**config.mk**
```make
export PLATFORM = sky130hd
export DESIGN_NAME = utf8_to_utf16_utf32_decoder
export DESIGN_NICKNAME = d
export VERILOG_FILES = /design/src/hw/rtl/u8dec_pkg.sv /design/src/hw/rtl/u8dec_regs.sv /design/src/hw/rtl/u8dec_core.sv /design/src/hw/rtl/u8dec_queue.sv /design/src/hw/rtl/utf8_to_utf16_utf32_decoder.sv
export VERILOG_INCLUDE_DIRS = /design/src /design/src/hw/rtl
export SDC_FILE = /design/constraint.sdc
export NUM_CORES = 1
export LEC_CHECK = 0
export CAP_MARGIN = 20
export CORE_MARGIN = 4
export CORE_UTILIZATION = 45
export DETAILED_ROUTE_END_ITERATION = 8
export DONT_BUFFER_PORTS = 1
export PLACE_DENSITY_LB_ADDON = 0.25
export SLEW_MARGIN = 20
export SYNTH_ARGS = -nofsm -noshare
export SYNTH_HDL_FRONTEND = slang
export SYNTH_SLANG_ARGS = --single-unit
```
**constraint.sdc**
```tcl
create_clock -name i_clk -period 4.3 [get_ports i_clk]
set_clock_uncertainty 0.1 [all_clocks]
set_input_delay 0.86 -clock i_clk [delete_from_list [all_inputs] [get_ports i_clk]]
set_output_delay 0.86 -clock i_clk [all_outputs]
set_load 0.02 [all_outputs]
```
**src/hw/rtl/utf8_to_utf16_utf32_decoder_assert.svh**
```systemverilog
// ----------------------------------------------------------------------------
// utf8_to_utf16_utf32_decoder assertion macros
// shared concurrent assertion forms, clocked on i_clk, off during reset
// ----------------------------------------------------------------------------
`ifndef UTF8_TO_UTF16_UTF32_DECODER_ASSERT_SVH
`define UTF8_TO_UTF16_UTF32_DECODER_ASSERT_SVH

// same-cycle implication
`define U8DEC_ASSERT_NOW(label, ante, cons) \
    label: assert property (@(posedge i_clk) disable iff (!i_rst_n) (ante) |-> (cons)) \
        else $error("u8dec assertion failed");

// next-cycle implication
`define U8DEC_ASSERT_NEXT(label, ante, cons) \
    label: assert property (@(posedge i_clk) disable iff (!i_rst_n) (ante) |=> (cons)) \
        else $error("u8dec assertion failed");

`endif

```
**src/hw/rtl/u8dec_pkg.sv**
```systemverilog
// ----------------------------------------------------------------------------
// u8dec_pkg
// types and constants shared by the utf-8 decoder modules
// ----------------------------------------------------------------------------
`default_nettype none

package u8dec_pkg;

    localparam int UNIT_W   = 31;
    localparam int HALF_W   = 16;
    localparam int CNT_W    = 3;
    localparam int PADDR_W  = 3;
    localparam int PDATA_W  = 32;

    localparam logic [PADDR_W-1:0] REG_OUT_UTF32 = 3'd0;

    localparam logic [HALF_W-1:0] REPL_CHAR  = 16'hFFFD;
    localparam logic [HALF_W-1:0] HI_SURR    = 16'hD800;
    localparam logic [HALF_W-1:0] LO_SURR    = 16'hDC00;
    localparam logic [20:0]       MAX_CODE   = 21'h10FFFF;
    localparam logic [25:0]       PLANE1     = 26'h0010000;
    localparam logic [5:0]        CONT_MASK  = 6'h3F;

    typedef struct packed {
        logic              push;
        logic [UNIT_W-1:0] unit0;
        logic [HALF_W-1:0] unit1;
        logic              two;
    } t_result;

endpackage

`default_nettype wire

```
**src/hw/rtl/u8dec_regs.sv**
```systemverilog
// ----------------------------------------------------------------------------
// u8dec_regs
// apb register block holding the output mode bit
// ----------------------------------------------------------------------------
`default_nettype none

module u8dec_regs (
    input  wire logic                          i_clk,
    input  wire logic                          i_rst_n,
    input  wire logic                          psel,
    input  wire logic                          penable,
    input  wire logic                          pwrite,
    input  wire logic [u8dec_pkg::PADDR_W-1:0] paddr,
    input  wire logic [u8dec_pkg::PDATA_W-1:0] pwdata,
    output logic      [u8dec_pkg::PDATA_W-1:0] prdata,
    output logic                               pready,
    output logic                               o_out_utf32
);

    logic r_out_utf32;
    logic n_out_utf32;
    logic wr_hit;

    assign pready = 1'b1;
    assign wr_hit = psel && penable && pwrite && (paddr == u8dec_pkg::REG_OUT_UTF32);

    always_comb begin
        n_out_utf32 = r_out_utf32;
        if (wr_hit) begin
            n_out_utf32 = pwdata[0];
        end
    end

    always_ff @(posedge i_clk) begin
        if (!i_rst_n) begin
            r_out_utf32 <= 1'b0;
        end else begin
            r_out_utf32 <= n_out_utf32;
        end
    end

    always_comb begin
        prdata = '0;
        if (paddr == u8dec_pkg::REG_OUT_UTF32) begin
            prdata = {{(u8dec_pkg::PDATA_W-1){1'b0}}, r_out_utf32};
        end
    end

    assign o_out_utf32 = r_out_utf32;

endmodule

`default_nettype wire

```
**src/hw/rtl/u8dec_core.sv**
```systemverilog
// ----------------------------------------------------------------------------
// u8dec_core
// sequence state and per-byte decode into one or two result units
// ----------------------------------------------------------------------------
`default_nettype none

`include "utf8_to_utf16_utf32_decoder_assert.svh"

module u8dec_core (
    input  wire logic                 i_clk,
    input  wire logic                 i_rst_n,
    input  wire logic                 i_take,
    input  wire logic [7:0]           i_in_byte,
    input  wire logic                 i_out_utf32,
    output u8dec_pkg::t_result        o_result
);

    logic [u8dec_pkg::CNT_W-1:0]  r_bytes_left, n_bytes_left;
    logic [u8dec_pkg::CNT_W-1:0]  r_seq_length, n_seq_length;
    logic [u8dec_pkg::UNIT_W-1:0] r_payload,    n_payload;

    logic [u8dec_pkg::UNIT_W-1:0] cont_val;
    logic [u8dec_pkg::CNT_W-1:0]  left_dec;
    logic [25:0]                  diff;
    u8dec_pkg::t_result           res;

    assign cont_val = {r_payload[u8dec_pkg::UNIT_W-7:0], i_in_byte[5:0] & u8dec_pkg::CONT_MASK};
    assign left_dec = r_bytes_left - 3'd1;
    assign diff     = cont_val[25:0] - u8dec_pkg::PLANE1;

    always_comb begin
        n_bytes_left = r_bytes_left;
        n_seq_length = r_seq_length;
        n_payload    = r_payload;
        res.push     = 1'b0;
        res.unit0    = {15'd0, u8dec_pkg::REPL_CHAR};
        res.unit1    = u8dec_pkg::LO_SURR;
        res.two      = 1'b0;
        if (r_bytes_left != 3'd0) begin
            n_payload    = cont_val;
            n_bytes_left = left_dec;
            if (left_dec == 3'd0) begin
                n_seq_length = 3'd0;
                n_payload    = '0;
                res.push     = 1'b1;
                if (i_out_utf32) begin
                    res.unit0 = cont_val;
                end else if (r_seq_length <= 3'd3) begin
                    res.unit0 = {15'd0, cont_val[15:0]};
                end else if (r_seq_length == 3'd4) begin
                    if (cont_val <= {10'd0, u8dec_pkg::MAX_CODE}) begin
                        res.unit0 = {15'd0, diff[25:10] | u8dec_pkg::HI_SURR};
                        res.unit1 = u8dec_pkg::LO_SURR | {6'd0, cont_val[9:0]};
                        res.two   = 1'b1;
                    end
                end
            end
        end else begin
            case (i_in_byte) inside
                [8'h00:8'h7F]: begin
                    res.push  = 1'b1;
                    res.unit0 = {23'd0, i_in_byte};
                end
                [8'hC0:8'hDF]: begin
                    n_payload    = {26'd0, i_in_byte[4:0]};
                    n_seq_length = 3'd2;
                    n_bytes_left = 3'd1;
                end
                [8'hE0:8'hEF]: begin
                    n_payload    = {27'd0, i_in_byte[3:0]};
                    n_seq_length = 3'd3;
                    n_bytes_left = 3'd2;
                end
                [8'hF0:8'hF7]: begin
                    n_payload    = {28'd0, i_in_byte[2:0]};
                    n_seq_length = 3'd4;
                    n_bytes_left = 3'd3;
                end
                [8'hF8:8'hFB]: begin
                    n_payload    = {29'd0, i_in_byte[1:0]};
                    n_seq_length = 3'd5;
                    n_bytes_left = 3'd4;
                end
                [8'hFC:8'hFD]: begin
                    n_payload    = {30'd0, i_in_byte[0]};
                    n_seq_length = 3'd6;
                    n_bytes_left = 3'd5;
                end
                default: begin
                    res.push = 1'b1;
                end
            endcase
        end
        res.push = res.push && i_take;
    end

    always_ff @(posedge i_clk) begin
        if (!i_rst_n) begin
            r_bytes_left <= '0;
            r_seq_length <= '0;
            r_payload    <= '0;
        end else if (i_take) begin
            r_bytes_left <= n_bytes_left;
            r_seq_length <= n_seq_length;
            r_payload    <= n_payload;
        end
    end

    assign o_result = res;

    `U8DEC_ASSERT_NOW(a_left_below_len, r_bytes_left != 3'd0, r_seq_length > r_bytes_left)
    `U8DEC_ASSERT_NOW(a_idle_clear, r_bytes_left == 3'd0, r_seq_length == 3'd0)
    `U8DEC_ASSERT_NEXT(a_lead_opens, i_take && r_bytes_left == 3'd0 && !o_result.push,
        r_bytes_left != 3'd0)

endmodule

`default_nettype wire

```
**src/hw/rtl/u8dec_queue.sv**
```systemverilog
// ----------------------------------------------------------------------------
// u8dec_queue
// two-record result queue, each record giving one or two output transfers
// ----------------------------------------------------------------------------
`default_nettype none

`include "utf8_to_utf16_utf32_decoder_assert.svh"

module u8dec_queue (
    input  wire logic                          i_clk,
    input  wire logic                          i_rst_n,
    input  u8dec_pkg::t_result                 i_result,
    output logic                               o_space,
    output logic                               o_out_valid,
    input  wire logic                          i_out_ready,
    output logic      [u8dec_pkg::UNIT_W-1:0]  o_code_unit,
    output logic                               o_run_last
);

    logic [u8dec_pkg::UNIT_W-1:0] r_unit0 [2];
    logic [u8dec_pkg::HALF_W-1:0] r_unit1 [2];
    logic                         r_two   [2];
    logic                         r_wptr, n_wptr;
    logic                         r_rptr, n_rptr;
    logic                         r_sel,  n_sel;
    logic [1:0]                   r_count, n_count;
    logic                         xfer;
    logic                         pop;

    assign o_space     = (r_count != 2'd2);
    assign o_out_valid = (r_count != 2'd0);
    assign o_run_last  = !r_two[r_rptr] || r_sel;
    assign o_code_unit = r_sel ? {15'd0, r_unit1[r_rptr]} : r_unit0[r_rptr];
    assign xfer        = o_out_valid && i_out_ready;
    assign pop         = xfer && o_run_last;

    always_comb begin
        n_wptr  = r_wptr ^ i_result.push;
        n_rptr  = r_rptr ^ pop;
        n_sel   = xfer ? !o_run_last : r_sel;
        n_count = r_count + {1'b0, i_result.push} - {1'b0, pop};
    end

    always_ff @(posedge i_clk) begin
        if (!i_rst_n) begin
            r_wptr  <= 1'b0;
            r_rptr  <= 1'b0;
            r_sel   <= 1'b0;
            r_count <= 2'd0;
        end else begin
            r_wptr  <= n_wptr;
            r_rptr  <= n_rptr;
            r_sel   <= n_sel;
            r_count <= n_count;
        end
    end

    always_ff @(posedge i_clk) begin
        if (i_result.push) begin
            r_unit0[r_wptr] <= i_result.unit0;
            r_unit1[r_wptr] <= i_result.unit1;
            r_two[r_wptr]   <= i_result.two;
        end
    end

    `U8DEC_ASSERT_NEXT(a_pair_follows, xfer && !o_run_last, o_out_valid && o_run_last)
    `U8DEC_ASSERT_NOW(a_pair_head_16b, o_out_valid && !o_run_last,
        o_code_unit[u8dec_pkg::UNIT_W-1:u8dec_pkg::HALF_W] == '0)
    `U8DEC_ASSERT_NEXT(a_push_shows, i_result.push && r_count == 2'd0, o_out_valid)

endmodule

`default_nettype wire

```
**src/hw/rtl/utf8_to_utf16_utf32_decoder.sv**
```systemverilog
// ----------------------------------------------------------------------------
// utf8_to_utf16_utf32_decoder
// streaming utf-8 decoder producing utf-16 units or utf-32 code points
// ----------------------------------------------------------------------------
//   channel  signals                               direction
//   in       i_in_valid  o_in_ready  i_in_byte     byte stream in
//   out      o_out_valid i_out_ready o_code_unit   results out, o_run_last
//   cfg      psel penable pwrite paddr pwdata ...  apb, mode bit at 0x0
//
//   one byte per cycle while the queue has space; a byte is decoded in the cycle it is taken
//   a surrogate pair takes two output transfers
//   the two-record result queue sets input ready; stalls on out back up into it
//   synchronous active-low reset clears sequence state and mode, no sweep
// ----------------------------------------------------------------------------
`default_nettype none

module utf8_to_utf16_utf32_decoder (
    input  wire logic                          i_clk,
    input  wire logic                          i_rst_n,
    input  wire logic                          i_in_valid,
    output logic                               o_in_ready,
    input  wire logic [7:0]                    i_in_byte,
    output logic                               o_out_valid,
    input  wire logic                          i_out_ready,
    output logic      [u8dec_pkg::UNIT_W-1:0]  o_code_unit,
    output logic                               o_run_last,
    input  wire logic                          psel,
    input  wire logic                          penable,
    input  wire logic                          pwrite,
    input  wire logic [u8dec_pkg::PADDR_W-1:0] paddr,
    input  wire logic [u8dec_pkg::PDATA_W-1:0] pwdata,
    output logic      [u8dec_pkg::PDATA_W-1:0] prdata,
    output logic                               pready
);

    logic               out_utf32;
    logic               space;
    logic               take;
    u8dec_pkg::t_result result;

    assign o_in_ready = space;
    assign take       = i_in_valid && space;

    u8dec_regs u_regs (
        .i_clk       (i_clk),
        .i_rst_n     (i_rst_n),
        .psel        (psel),
        .penable     (penable),
        .pwrite      (pwrite),
        .paddr       (paddr),
        .pwdata      (pwdata),
        .prdata      (prdata),
        .pready      (pready),
        .o_out_utf32 (out_utf32)
    );

    u8dec_core u_core (
        .i_clk       (i_clk),
        .i_rst_n     (i_rst_n),
        .i_take      (take),
        .i_in_byte   (i_in_byte),
        .i_out_utf32 (out_utf32),
        .o_result    (result)
    );

    u8dec_queue u_queue (
        .i_clk       (i_clk),
        .i_rst_n     (i_rst_n),
        .i_result    (result),
        .o_space     (space),
        .o_out_valid (o_out_valid),
        .i_out_ready (i_out_ready),
        .o_code_unit (o_code_unit),
        .o_run_last  (o_run_last)
    );

endmodule

`default_nettype wire

```
==> flow_results.xml <==
<?xml version="1.0" encoding="UTF-8"?>
<metrics>
  <group name="die">
    <metric name="fp.dieArea" unit="um^2">14600</metric>
    <metric name="start_util" unit="%">45.7</metric>
    <metric name="die_w" unit="um">121</metric>
    <metric name="io-pin-count" unit="">117</metric>
    <metric name="rows" unit="">41</metric>
    <metric name="fp.dieH" unit="um">121</metric>
    <metric name="coreArea" unit="um^2">12600</metric>
  </group>
  <group name="setup_path">
    <metric name="reg2reg_depth" unit="">8</metric>
    <metric name="worst_setup_path_end_kind" unit="">register</metric>
    <metric name="cp.arrival" unit="ns">3.08</metric>
    <metric name="crit_fanout" unit="">19</metric>
    <metric name="type_of_origin_of_the_critical_path" unit="">register</metric>
    <metric name="worstSetupPathType" unit="">register to register</metric>
    <metric name="worstPathRequired" unit="ns">4.29</metric>
  </group>
  <group name="finish">
    <metric name="regArea" unit="um^2">3280</metric>
    <metric name="antennaDiodeCount" unit="">0</metric>
    <metric name="layout.core_utilization" unit="%">50.7</metric>
    <metric name="drive_gt1_share" unit="%">10.8</metric>
    <metric name="fillerInstances" unit="">1100</metric>
    <metric name="finish.net_count" unit="">539</metric>
    <metric name="area_growth_syn_to_layout" unit="%">11.0</metric>
    <metric name="multiInputGateArea" unit="um^2">2160</metric>
  </group>
  <group name="cts">
    <metric name="deepest_clock_path_buffer_count" unit="">2</metric>
    <metric name="clock-root-buffer" unit="">sky130_fd_sc_hd__clkbuf_16</metric>
    <metric name="tritoncts.num_buffers" unit="">17</metric>
    <metric name="tritoncts" unit="">yes</metric>
    <metric name="clk_latency" unit="ns">0.41</metric>
    <metric name="postCtsHoldBufs" unit="">0</metric>
    <metric name="cts.repair.resized" unit="">0</metric>
    <metric name="cts.repair_timing.setup_buffer_count" unit="">0</metric>
    <metric name="cts.clk_slew.worst_paths" unit="ns">0.05</metric>
    <metric name="clock_tree.htree_level_count" unit="">4</metric>
    <metric name="clock_sink_count" unit="">122</metric>
  </group>
  <group name="worst_hold_path">
    <metric name="worst_hold_path_type" unit="">register to register</metric>
    <metric name="min_delay_path_depth" unit="">2</metric>
  </group>
  <group name="logic_synthesis">
    <metric name="synthDominantAreaCellType" unit="">sky130_fd_sc_hd__edfxtp_1</metric>
    <metric name="ys.warnings.count" unit="">0</metric>
    <metric name="netlist_instances" unit="">482</metric>
    <metric name="ys_top_cells_by_area" unit="">sky130_fd_sc_hd__edfxtp_1 (44%), sky130_fd_sc_hd__dfxtp_1 (13%), sky130_fd_sc_hd__buf_4 (4.2%)</metric>
    <metric name="synth.cell_area" unit="um^2">5750</metric>
    <metric name="synth_edf_count" unit="">84</metric>
    <metric name="synth_seq_area_share" unit="%">57.1</metric>
    <metric name="synth_commonest_cells" unit="">sky130_fd_sc_hd__edfxtp_1 (84), sky130_fd_sc_hd__dfxtp_1 (38), sky130_fd_sc_hd__nor2_1 (37)</metric>
    <metric name="synth.avg_cell_area" unit="um^2">11.9</metric>
    <metric name="portion_of_synthesized_cell_area_occupied_by_the_leading_cell_type" unit="%">43.9</metric>
    <metric name="fraction_of_registers_with_async_set_or_reset_after_synthesis" unit="%">0</metric>
    <metric name="synth_flop_cell" unit="">sky130_fd_sc_hd__edfxtp_1</metric>
    <metric name="yosysMostFrequentCell" unit="">sky130_fd_sc_hd__edfxtp_1</metric>
    <metric name="synthDistinctLibCells" unit="">47</metric>
    <metric name="ys_seq_elements" unit="">122</metric>
  </group>
  <group name="timing">
    <metric name="grt_setup_unrepaired" unit="">no</metric>
    <metric name="final-hold-violation-count" unit="">0</metric>
    <metric name="worst-slew-pin-transition" unit="ns">0.887</metric>
    <metric name="drv_slew" unit="">0</metric>
    <metric name="setup_total_negative_slack" unit="ns">0</metric>
    <metric name="setup_viol" unit="">0</metric>
    <metric name="max-slew-margin-rel" unit="%">40.8</metric>
    <metric name="hold-worst-slack" unit="ns">0.364</metric>
    <metric name="fmax" unit="MHz">324</metric>
    <metric name="timing.final.crit_period" unit="ns">3.09</metric>
    <metric name="final_min_period_over_clock_period" unit="%">71.8</metric>
  </group>
  <group name="drt">
    <metric name="vias" unit="">3487</metric>
    <metric name="antenna_violating_nets_post_route" unit="">0</metric>
    <metric name="drc_errors" unit="">0</metric>
    <metric name="viasPerCell" unit="">5.24</metric>
    <metric name="drtIter0Drc" unit="">252</metric>
    <metric name="detailedRoute.firstPassIterationCount" unit="">4</metric>
    <metric name="final_wirelength" unit="um">11500</metric>
    <metric name="wire_per_inst" unit="um">17.3</metric>
  </group>
  <group name="power">
    <metric name="power.share.switching" unit="%">31.3</metric>
    <metric name="power.switching" unit="mW">1.29</metric>
    <metric name="powerDensity" unit="nW/um^2">644</metric>
    <metric name="share_comb_of_total_power" unit="%">25.0</metric>
    <metric name="p_leak" unit="nW">2.43</metric>
    <metric name="power.sequential.fraction" unit="%">39.2</metric>
    <metric name="clock_power_share" unit="%">35.8</metric>
    <metric name="ir_drop" unit="mV">0.244</metric>
    <metric name="internal-power" unit="mW">2.82</metric>
  </group>
  <group name="run">
    <metric name="drv_cap" unit="">0</metric>
  </group>
  <group name="grt">
    <metric name="grt_antenna_before_repair" unit="">0</metric>
    <metric name="grt_first_pass_wirelength" unit="um">18000</metric>
    <metric name="grt_start_max_net_pins" unit="">43</metric>
    <metric name="grt_pass1_vias" unit="">3354</metric>
    <metric name="track_usage" unit="%">16.2</metric>
    <metric name="grt.overflow.total" unit="">0</metric>
  </group>
  <group name="place">
    <metric name="gp_congestion" unit="">0.839</metric>
    <metric name="placement.io_buffers" unit="">0</metric>
    <metric name="dp_hpwl" unit="um">7630</metric>
  </group>
  <group name="run_status">
    <metric name="run_status" unit="">complete, no violations</metric>
  </group>
</metrics>
-- cells in the final DEF, fill, tap and decap left out, types with 3 or more instances in the layout --
cell,count
sky130_fd_sc_hd__a31oi_1,3
sky130_fd_sc_hd__edfxtp_1,84
sky130_fd_sc_hd__o21ai_0,11
sky130_fd_sc_hd__nor2b_1,10
sky130_fd_sc_hd__nand2_1,20
sky130_fd_sc_hd__nand3_1,5
sky130_fd_sc_hd__nor2_1,37
sky130_fd_sc_hd__and3_1,36
sky130_fd_sc_hd__o21a_1,25
sky130_fd_sc_hd__xnor2_1,4
sky130_fd_sc_hd__nand2b_1,5
sky130_fd_sc_hd__mux2i_1,19
sky130_fd_sc_hd__buf_4,7
sky130_fd_sc_hd__a21oi_1,11
sky130_fd_sc_hd__a2bb2oi_1,5
sky130_fd_sc_hd__nand4_1,7
sky130_fd_sc_hd__nor4_1,4
sky130_fd_sc_hd__clkinv_2,4
sky130_fd_sc_hd__a21boi_0,5
sky130_fd_sc_hd__clkbuf_1,4
sky130_fd_sc_hd__and2_1,26
sky130_fd_sc_hd__a211o_1,6
sky130_fd_sc_hd__clkbuf_16,17
sky130_fd_sc_hd__conb_1,32
sky130_fd_sc_hd__mux4_2,10
sky130_fd_sc_hd__dfxtp_1,37
sky130_fd_sc_hd__and2_0,5
sky130_fd_sc_hd__bufinv_16,4
sky130_fd_sc_hd__inv_1,13
sky130_fd_sc_hd__ha_1,7
sky130_fd_sc_hd__nor3_1,3
-- worst max-delay path: stages (launching register included) --
cell,delay [ns]
sky130_fd_sc_hd__dfxtp_1,0.38
sky130_fd_sc_hd__inv_1,0.08
sky130_fd_sc_hd__ha_1,0.23
sky130_fd_sc_hd__nor3_1,0.23
sky130_fd_sc_hd__o21a_1,0.52
sky130_fd_sc_hd__a21oi_1,0.09
sky130_fd_sc_hd__nor2_1,0.21
sky130_fd_sc_hd__ha_2,0.56
sky130_fd_sc_hd__buf_4,0.35
-- routing by layer --
layer / global-route usage, % / part of all wire (%)
met4: 5.74 / 1.3
met5: 0 / 0
met1: 21.2 / 42
met3: 5.22 / 7.8
met2: 25.5 / 49
-- worst paths after layout --
kind / from / to / slack (ns)
worst max-delay path: u_core.r_bytes_left[0] / u_queue.r_unit0[1][21] / 1.21
worst min-delay path: u_core.r_seq_length[0] / u_core.r_seq_length[0] / 0.36
worst max register to register: u_core.r_bytes_left[0] / u_queue.r_unit0[1][21] / 1.21
worst min register to register: u_core.r_seq_length[0] / u_core.r_seq_length[0] / 0.36
-- area by class of cell --
class,count,share of cell area [%]
Multi-Input combinational cell,319,33.9
Tap cell,172,3.37
Inverter,13,0.765
Timing Repair Buffer,7,0.824
Clock inverter,9,2.32
Clock buffer,23,7.34
Sequential cell,122,51.5
-- power by group through the flow --
| stage | Combinational, mW | Clock [mW] | Sequential, mW |
|---|---|---|---|
| 6_report | 1.03 | 1.47 | 1.61 |
| 4_1_cts | 1.04 | 1.50 | 1.61 |
| 3_3_place_gp | 1.02 | 0 | 1.62 |
| 2_1_floorplan | 0.897 | 0 | 1.58 |
| 5_1_grt | 1.12 | 1.55 | 1.63 |
| 3_5_place_dp | 1.03 | 0 | 1.64 |
-- registers in the layout (all words and copies together) (netlist names), named ones only --
signal,cells
u_queue.r_unit0,62
u_core.r_payload,25
u_queue.r_unit1,20
u_core.r_bytes_left,3
u_core.r_seq_length,3
u_queue.r_count,2
u_queue.r_two,2
u_queue.r_rptr,1
u_queue.r_sel,1
u_queue.r_wptr,1
u_regs.o_out_utf32,1
-- stage by stage --
step                worst slack (ns)  instances  cell area (um^2)  total power, mW
floorplan                       1.18        512              5860             2.47
global placement                1.24        633              5760             2.64
detailed placement              1.19        633              5760             2.67
CTS                             1.17        665              6380             4.15
global route                   0.915        665              6380             4.30
finish                          1.21        665              6380             4.11
-- logic make-up (layout without fill, tap and decap cells) --
group / count (synthesis) / after routing / synth area share (%)
AND/OR/NAND/NOR: 163 / 163 / 15.3
flip-flops: 122 / 122 / 57.1
AO/OA/AOI/OAI: 80 / 80 / 10.1
buffers and inverters: 71 / 52 / 7.30
multiplexers: 29 / 29 / 7.23
adder cells (fa/ha/maj): 9 / 9 / 1.96
XOR/XNOR: 6 / 6 / 0.915
other: 2 / 32 / 0.131
Note: power is estimated with default switching activity, not from simulation.
